### src/rtl/dvfr_pkg.sv
// ----------------------------------------------------------------------------
// dvfr_pkg
// Shared constants and controller/datapath interface types of the decibel
// volume fade ramp.
// ----------------------------------------------------------------------------
`timescale 1ns / 1ps
`default_nettype none

package dvfr_pkg;

    localparam logic [16:0] MIN_FADE_MS = 17'd10;
    localparam logic [16:0] MAX_FADE_MS = 17'd100000;

    localparam logic signed [15:0] MIN_DB_RESET = -16'sd24576;

    localparam int DIV_STEPS = 16;
    localparam int DIV_CNT_W = $clog2(DIV_STEPS);

    localparam int  ADDR_W     = 3;
    localparam logic REG_MIN_DB = 1'b0;

    localparam logic MODE_SET  = 1'b0;
    localparam logic MODE_TICK = 1'b1;

    typedef struct packed {
        logic load_item;
        logic load_prod;
        logic load_div;
        logic div_step;
        logic commit;
    } cmd_t;

    typedef struct packed {
        logic mid_fade;
    } status_t;

endpackage

`default_nettype wire

### src/rtl/dvfr_ctrl.sv
// ----------------------------------------------------------------------------
// dvfr_ctrl
// Sequencer of the fade ramp: request intake, multiply, serial divide and
// result hand-off; owns the result valid flag.
// ----------------------------------------------------------------------------
`timescale 1ns / 1ps
`default_nettype none

module dvfr_ctrl (
    input  wire logic             aclk,
    input  wire logic             aresetn,
    input  wire logic             s_tvalid,
    output logic                  s_tready,
    output logic                  m_tvalid,
    input  wire logic             m_tready,
    input  wire dvfr_pkg::status_t status,
    output dvfr_pkg::cmd_t        cmd
);

    localparam logic [2:0] ST_IDLE   = 3'd0;
    localparam logic [2:0] ST_DECIDE = 3'd1;
    localparam logic [2:0] ST_MUL    = 3'd2;
    localparam logic [2:0] ST_DIV    = 3'd3;
    localparam logic [2:0] ST_OUT    = 3'd4;

    localparam logic [dvfr_pkg::DIV_CNT_W-1:0] CNT_LAST =
        dvfr_pkg::DIV_CNT_W'(dvfr_pkg::DIV_STEPS - 1);

    logic [2:0]                     state_reg, state_next;
    logic [dvfr_pkg::DIV_CNT_W-1:0] cnt_reg, cnt_next;
    logic                           m_tvalid_reg, m_tvalid_next;

    assign s_tready = (state_reg == ST_IDLE);
    assign m_tvalid = m_tvalid_reg;

    always_comb begin
        state_next    = state_reg;
        cnt_next      = cnt_reg;
        m_tvalid_next = m_tvalid_reg;
        cmd           = '0;
        if (m_tvalid_reg && m_tready) begin
            m_tvalid_next = 1'b0;
        end
        case (state_reg)
            ST_IDLE: begin
                if (s_tvalid) begin
                    cmd.load_item = 1'b1;
                    state_next    = ST_DECIDE;
                end
            end
            ST_DECIDE: begin
                if (status.mid_fade) begin
                    cmd.load_prod = 1'b1;
                    state_next    = ST_MUL;
                end else begin
                    state_next = ST_OUT;
                end
            end
            ST_MUL: begin
                cmd.load_div = 1'b1;
                cnt_next     = '0;
                state_next   = ST_DIV;
            end
            ST_DIV: begin
                cmd.div_step = 1'b1;
                cnt_next     = cnt_reg + 1'b1;
                if (cnt_reg == CNT_LAST) begin
                    state_next = ST_OUT;
                end
            end
            ST_OUT: begin
                if (!m_tvalid_reg || m_tready) begin
                    cmd.commit    = 1'b1;
                    m_tvalid_next = 1'b1;
                    state_next    = ST_IDLE;
                end
            end
            default: begin
                state_next = ST_IDLE;
            end
        endcase
    end

    always_ff @(posedge aclk) begin
        if (!aresetn) begin
            state_reg    <= ST_IDLE;
            cnt_reg      <= '0;
            m_tvalid_reg <= 1'b0;
        end else begin
            state_reg    <= state_next;
            cnt_reg      <= cnt_next;
            m_tvalid_reg <= m_tvalid_next;
        end
    end

endmodule

`default_nettype wire

### src/rtl/dvfr_datapath.sv
// ----------------------------------------------------------------------------
// dvfr_datapath
// Level and fade state, target clamp, 17x17 multiplier, restoring divider
// (one quotient bit per step) and the result register.
// ----------------------------------------------------------------------------
`timescale 1ns / 1ps
`default_nettype none

module dvfr_datapath (
    input  wire logic              aclk,
    input  wire logic              aresetn,
    input  wire dvfr_pkg::cmd_t    cmd,
    output dvfr_pkg::status_t      status,
    input  wire logic [55:0]       s_tdata,
    input  wire logic              s_tuser,
    input  wire logic              cfg_we,
    input  wire logic [15:0]       cfg_wdata,
    output logic [15:0]            min_db,
    output logic [15:0]            m_tdata,
    output logic [1:0]             m_tuser
);

    logic               mode_reg;
    logic signed [15:0] target_reg;
    logic [16:0]        fade_reg;
    logic [15:0]        delta_reg;

    logic signed [15:0] cur_reg, cur_next;
    logic signed [15:0] start_reg, start_next;
    logic signed [15:0] end_reg, end_next;
    logic [16:0]        len_reg, len_next;
    logic [16:0]        elap_reg, elap_next;
    logic               fading_reg, fading_next;
    logic signed [15:0] min_db_reg;

    logic [31:0] prod_reg;
    logic        neg_reg;
    logic [16:0] rem_reg;
    logic [15:0] lo_reg;
    logic [15:0] quo_reg;

    logic signed [15:0] out_level_reg;
    logic               out_upd_reg, out_upd_next;
    logic               out_act_reg;

    logic signed [15:0] floor_db;
    logic signed [15:0] tgt_clamp;
    logic               fade_ok;
    logic [17:0]        sum;
    logic               fade_end;
    logic signed [16:0] diff;
    logic [16:0]        mag;
    logic [33:0]        prod_full;
    logic [17:0]        trial;
    logic               trial_ge;
    logic [17:0]        trial_sub;
    logic signed [16:0] step17;
    logic signed [16:0] lvl17;

    assign floor_db  = min_db_reg[15] ? min_db_reg : 16'sd0;
    assign tgt_clamp = !target_reg[15] ? 16'sd0 :
                       (target_reg < floor_db) ? floor_db : target_reg;
    assign fade_ok   = (fade_reg > dvfr_pkg::MIN_FADE_MS) &&
                       (fade_reg < dvfr_pkg::MAX_FADE_MS);

    assign sum      = {1'b0, elap_reg} + {2'b00, delta_reg};
    assign fade_end = (sum >= {1'b0, len_reg});

    assign diff      = {end_reg[15], end_reg} - {start_reg[15], start_reg};
    assign mag       = diff[16] ? 17'(-diff) : 17'(diff);
    assign prod_full = mag * sum[16:0];

    assign trial     = {rem_reg, lo_reg[15]};
    assign trial_ge  = (trial >= {1'b0, len_reg});
    assign trial_sub = trial - {1'b0, len_reg};

    assign step17 = neg_reg ? -$signed({1'b0, quo_reg}) : $signed({1'b0, quo_reg});
    assign lvl17  = {start_reg[15], start_reg} + step17;

    assign status.mid_fade = (mode_reg == dvfr_pkg::MODE_TICK) && fading_reg && !fade_end;

    always_comb begin
        cur_next     = cur_reg;
        start_next   = start_reg;
        end_next     = end_reg;
        len_next     = len_reg;
        elap_next    = elap_reg;
        fading_next  = fading_reg;
        out_upd_next = 1'b0;
        if (mode_reg == dvfr_pkg::MODE_SET) begin
            if (fade_ok) begin
                len_next    = fade_reg;
                elap_next   = '0;
                start_next  = cur_reg;
                end_next    = tgt_clamp;
                fading_next = 1'b1;
            end else begin
                cur_next     = tgt_clamp;
                fading_next  = 1'b0;
                out_upd_next = 1'b1;
            end
        end else if (fading_reg) begin
            out_upd_next = 1'b1;
            if (fade_end) begin
                cur_next    = end_reg;
                len_next    = '0;
                elap_next   = '0;
                fading_next = 1'b0;
            end else begin
                elap_next = sum[16:0];
                cur_next  = lvl17[15:0];
            end
        end
    end

    always_ff @(posedge aclk) begin
        if (!aresetn) begin
            cur_reg    <= '0;
            start_reg  <= '0;
            end_reg    <= '0;
            len_reg    <= '0;
            elap_reg   <= '0;
            fading_reg <= 1'b0;
            min_db_reg <= dvfr_pkg::MIN_DB_RESET;
        end else begin
            if (cfg_we) begin
                min_db_reg <= cfg_wdata;
            end
            if (cmd.commit) begin
                cur_reg    <= cur_next;
                start_reg  <= start_next;
                end_reg    <= end_next;
                len_reg    <= len_next;
                elap_reg   <= elap_next;
                fading_reg <= fading_next;
            end
        end
    end

    always_ff @(posedge aclk) begin
        if (cmd.load_item) begin
            mode_reg   <= s_tuser;
            target_reg <= s_tdata[15:0];
            fade_reg   <= s_tdata[32:16];
            delta_reg  <= s_tdata[48:33];
        end
        if (cmd.load_prod) begin
            prod_reg <= prod_full[31:0];
            neg_reg  <= diff[16];
        end
        if (cmd.load_div) begin
            rem_reg <= {1'b0, prod_reg[31:16]};
            lo_reg  <= prod_reg[15:0];
            quo_reg <= '0;
        end else if (cmd.div_step) begin
            rem_reg <= trial_ge ? trial_sub[16:0] : trial[16:0];
            lo_reg  <= {lo_reg[14:0], 1'b0};
            quo_reg <= {quo_reg[14:0], trial_ge};
        end
        if (cmd.commit) begin
            out_level_reg <= cur_next;
            out_upd_reg   <= out_upd_next;
            out_act_reg   <= fading_next;
        end
    end

    assign min_db  = min_db_reg;
    assign m_tdata = out_level_reg;
    assign m_tuser = {out_act_reg, out_upd_reg};

endmodule

`default_nettype wire

### src/rtl/decibel_volume_fade_ramp_unit.sv
// ----------------------------------------------------------------------------
// decibel_volume_fade_ramp_unit
// Volume level in Q7.8 dB, moved linearly to a target over a fade time.
// ----------------------------------------------------------------------------
// Usage:
//   Input requests on s_*: s_tuser selects set (0) or tick (1); s_tdata
//   carries target_db, fade_ms and delta_ms. One result per request on m_*:
//   m_tdata is the level, m_tuser carries the update and fading flags.
//   min_db is written through the APB port at address 0.
// Sequencing:
//   One request at a time. A set, a tick outside a fade and the tick that
//   ends a fade pass through the decide and output states; a tick inside
//   a fade also passes through the multiply state and the 16-step serial
//   divider. The next request is taken the cycle after the result is loaded.
// Reset:
//   Level and fade state clear to zero, min_db returns to -24576 (-96 dB).
// Stall:
//   A pending result is held in the output register; a new request is
//   still taken, and its result waits until the register is free.
// ----------------------------------------------------------------------------
`timescale 1ns / 1ps
`default_nettype none

module decibel_volume_fade_ramp_unit (
    input  wire logic                        aclk,
    input  wire logic                        aresetn,
    input  wire logic                        s_tvalid,
    output logic                             s_tready,
    input  wire logic [55:0]                 s_tdata,  // target_db[15:0], fade_ms[32:16], delta_ms[48:33]
    input  wire logic                        s_tuser,  // mode
    output logic                             m_tvalid,
    input  wire logic                        m_tready,
    output logic [15:0]                      m_tdata,  // level_db[15:0]
    output logic [1:0]                       m_tuser,  // level_updated[0], fade_active[1]
    input  wire logic                        psel,
    input  wire logic                        penable,
    input  wire logic                        pwrite,
    input  wire logic [dvfr_pkg::ADDR_W-1:0] paddr,
    input  wire logic [31:0]                 pwdata,
    output logic [31:0]                      prdata,
    output logic                             pready
);

    dvfr_pkg::cmd_t    cmd;
    dvfr_pkg::status_t status;
    logic              cfg_we;
    logic [15:0]       min_db;

    assign pready = 1'b1;
    assign cfg_we = psel && penable && pwrite && (paddr[2] == dvfr_pkg::REG_MIN_DB);
    assign prdata = (paddr[2] == dvfr_pkg::REG_MIN_DB) ? {{16{min_db[15]}}, min_db} : 32'd0;

    dvfr_ctrl u_ctrl (
        .aclk     (aclk),
        .aresetn  (aresetn),
        .s_tvalid (s_tvalid),
        .s_tready (s_tready),
        .m_tvalid (m_tvalid),
        .m_tready (m_tready),
        .status   (status),
        .cmd      (cmd)
    );

    dvfr_datapath u_datapath (
        .aclk      (aclk),
        .aresetn   (aresetn),
        .cmd       (cmd),
        .status    (status),
        .s_tdata   (s_tdata),
        .s_tuser   (s_tuser),
        .cfg_we    (cfg_we),
        .cfg_wdata (pwdata[15:0]),
        .min_db    (min_db),
        .m_tdata   (m_tdata),
        .m_tuser   (m_tuser)
    );

endmodule

`default_nettype wire

### config.mk
export PLATFORM = sky130hd
export DESIGN_NAME = decibel_volume_fade_ramp_unit
export DESIGN_NICKNAME = d
export VERILOG_FILES = /design/src/rtl/dvfr_pkg.sv /design/src/rtl/dvfr_ctrl.sv /design/src/rtl/dvfr_datapath.sv /design/src/rtl/decibel_volume_fade_ramp_unit.sv
export SDC_FILE = /design/constraint.sdc
export NUM_CORES = 1
export LEC_CHECK = 0
export BUFFER_PORTS_ARGS = -buffer_cell sky130_fd_sc_hd__buf_2
export CELL_PAD_IN_SITES_DETAIL_PLACEMENT = 1
export CELL_PAD_IN_SITES_GLOBAL_PLACEMENT = 1
export CORE_UTILIZATION = 49
export CTS_CLUSTER_SIZE = 8
export DETAILED_ROUTE_END_ITERATION = 8
export GPL_ROUTABILITY_DRIVEN = 0
export GPL_TIMING_DRIVEN = 1
export PLACE_DENSITY = 0.85
export SETUP_SLACK_MARGIN = 0.4
export SLEW_MARGIN = 30
export SYNTH_ARGS = -nofsm -noshare
export SYNTH_HDL_FRONTEND = slang
export SYNTH_HIERARCHICAL = 1
export SYNTH_SLANG_ARGS = --single-unit
### constraint.sdc
create_clock -name aclk -period 10.5 [get_ports aclk]
set_clock_uncertainty 0.1 [all_clocks]
set_input_delay 2.625 -clock aclk [delete_from_list [all_inputs] [get_ports aclk]]
set_output_delay 2.625 -clock aclk [all_outputs]
set_load 0.1 [all_outputs]
==> flow_summary.toml <==
[yosys]
ys_warn_count = 6
synth_top_cell_by_area = "fa_1"
ys_top_cells_by_area = "fa_1 19%, edfxtp_1 17%, dfxtp_1 11%, ha_1 10%, inv_1 6.1%"
synthDistinctLibCells = 88
syn_nets = 3055
synth_area_mm2 = 0.0236
ys.flop_type = "edfxtp_1"
synth-edff-count = 133
ys_seq_elements = 257
ys_async_sr_fraction_pct = 0
postSynthCellCount = 2533
ys_seq_area_share_pct = 27.5
avgSynthCellArea_um2 = 9.30
synth.top_cell.area_share_pct = 19.3

[timing]
rsz0062_at_grt = "no"
max_slew_margin_pct = 38.0
setup_violations = 0
tightestPinTransition_ps = 924
fin_crit_sh_pct = 92.8
hold-worst-slack_ps = 357
hold_viol = 0
tns_ps = 0
fmax_mhz = 103
maxSlewViolCount = 0
fin_crit_ps = 9750

[clock_tree]
clock_path_buffers = 3
hold_buffers = 0
clkTransAtPathRegs_ps = 50
worstSkewPairLatency_ps = 590
cts.sink_count = 257
root_buffer = "clkbuf_16"
htree_num_levels = 2
numCtsBuffers = 39
cts_tree = "done"

[power_and_ir_drop]
power_density_mw_per_mm2 = 169
p_leak_nw = 11.8
vdd_drop_max_v = 0.000109

[drt]
drc_errors = 0
drt_pass1_iterations = 5
routed_wl_um = 75900
drt_iter0_markers = 1503
vias = 19500
avgViaCountPerCell = 5.90
wl_per_cell_um = 23.0
ant_nets = 0

[finish]
layout-drive-gt1-share_pct = 11.9
largest_register_ffs = 32
nets = 3186
antenna_cells = 0
synthToLayoutAreaGrowth_pct = 11.4
utilization_pct = 55.9

[worst_setup_path]
rrSetupSlack_ps = 750
start_kind = "flip-flop"
endpoint_kind = "flip-flop"
max_stage_delay_ps = 550
crit_top_cell = "fa_1"
crit_arrival_ps = 9950
cp.required_ps = 10700
crit_type = "flip-flop to flip-flop"
cp_max_fo = 7
cp_slowest_cell = "or4b_4"

[placement]
hpwl_um = 56700
portBuffers = 125

[die]
rows = 79
die_h_um = 221
die_x_um = 221
die_area_mm2 = 0.0490
io_pins = 152
core_area_mm2 = 0.0470
initial_core_util_pct = 50.2

[global_route]
grt_pass1_wl_um = 120000
track_usage_pct = 31.3
grt_pass1_vias = 21900
grt_max_degree = 110
grt-ovfl-total = 0
grt_antenna_before_repair = 1

[run]
drv_cap = 0

[run_status]
status = "finished clean"

[worst_hold_path]
hp-class = "flip-flop to flip-flop"
synthesized netlist by cell type (7+ instances only):
master    number
clkbuf_1      66
nor2_1       213
nor3_1        20
xor2_1        36
o211ai_1      10
o21bai_1       7
buf_4         19
a31oi_1       19
o21a_1        18
fa_1         227
nand3_1       30
a21boi_0      53
or2_2          7
mux2_2        28
o21ai_1        8
xnor2_1       78
a21o_1        32
o31ai_1        7
inv_1        380
dfxtp_1      124
nand2_1      302
a22oi_1       16
edfxtp_1     133
o21ba_2       15
clkinv_1       7
nand2b_1      27
or3_1          7
and2_1        37
o21ai_0       98
a21oi_1       72
nand4_1        7
and3_1        10
ha_1         196
mux2i_1       59
nor2b_1       55
through the flow:
step | instance area, um2 | std cells | worst slack, ps | total power, mW
CTS | 26100 | 3294 | 564 | 4.41
global route | 26200 | 3299 | 446 | 4.69
detailed placement | 25000 | 3225 | 634 | 3.12
floorplan | 23600 | 2533 | 1600 | 2.52
finish | 26200 | 3299 | 751 | 4.44
global placement | 24900 | 3225 | 895 | 2.97
worst max-delay path, delay by kind of cell (launching register included):
kind	cells	cell delay, ps
adder cells (fa/ha/maj)	9	4120
AO/OA/AOI/OAI	11	2570
AND/OR/NAND/NOR	4	1070
buffers and inverters	7	700
XOR/XNOR	2	520
flip-flops	1	350
final timing paths:
path,endpoint,cells past startpoint,from
hold reg to reg,u_datapath/rem_reg[16],2,u_datapath/rem_reg[16]
setup reg to reg,u_datapath/prod_reg[31],33,u_datapath/end_reg[0]
setup / recovery,u_datapath/prod_reg[31],33,u_datapath/end_reg[0]
hold / removal,u_datapath/rem_reg[16],2,u_datapath/rem_reg[16]
per-layer routing:
metal	GRT usage, %	up-vias	share of wire (%)
met5	0	-	0
met4	15.5	0	5.0
met3	5.74	256	8.3
met2	53.9	866	49
met1	37.7	9793	38
li1	-	8540	-
cells by family after synthesis:
family | count (synthesis) | share of synthesized area, %
multiplexers | 87 | 3.85
buffers and inverters | 486 | 8.17
other | 1 | 0.0159
flip-flops | 257 | 27.5
XOR/XNOR | 116 | 4.40
adder cells (fa/ha/maj) | 423 | 29.7
AND/OR/NAND/NOR | 752 | 14.6
AO/OA/AOI/OAI | 411 | 11.8
placed cells by master, fill, tap and decap left out, types with 10 or more instances in the layout:
cell type and n:
nand2_1 301, a31oi_1 17, nor2_1 210, nor3_1 20
clkbuf_16 40, and2_1 36, buf_4 61, buf_2 125
a22oi_1 16, o211ai_1 10, o21a_1 18, o21ai_0 98
o21ba_2 15, dfxtp_1 124, xor2_1 34, a21oi_1 71
clkbuf_1 24, ha_1 196, nor2b_1 55, nand3_1 30
fa_1 227, nand2b_1 27, and3_1 10, edfxtp_1 133
a21boi_0 53, a21o_1 32, xnor2_1 78, mux2i_1 59
inv_1 379, mux2_2 28
area by class of cell:
type,count,area [um2]
Multi-Input combinational cell,1790,15200
Fill cell,5283,20700
Tap cell,607,759
Clock inverter,5,92.6
Sequential cell,257,6480
Inverter,388,1460
Clock buffer,64,1090
Timing Repair Buffer,188,1120
power breakdown:
| part | switching (mW) | internal [mW] |
|---|---|---|
| Clock | 0.489 | 0.735 |
| Sequential | 0.0233 | 1.14 |
| Combinational | 1.30 | 0.756 |
| Total | 1.81 | 2.63 |
repair_timing:
item	4_1_cts	5_1_grt
endpoints found under the setup margin	0	4
setup buffers	0	4
hold endpoints to repair	0	0
resized for setup	0	6
Note: power is estimated with default switching activity, not from simulation.
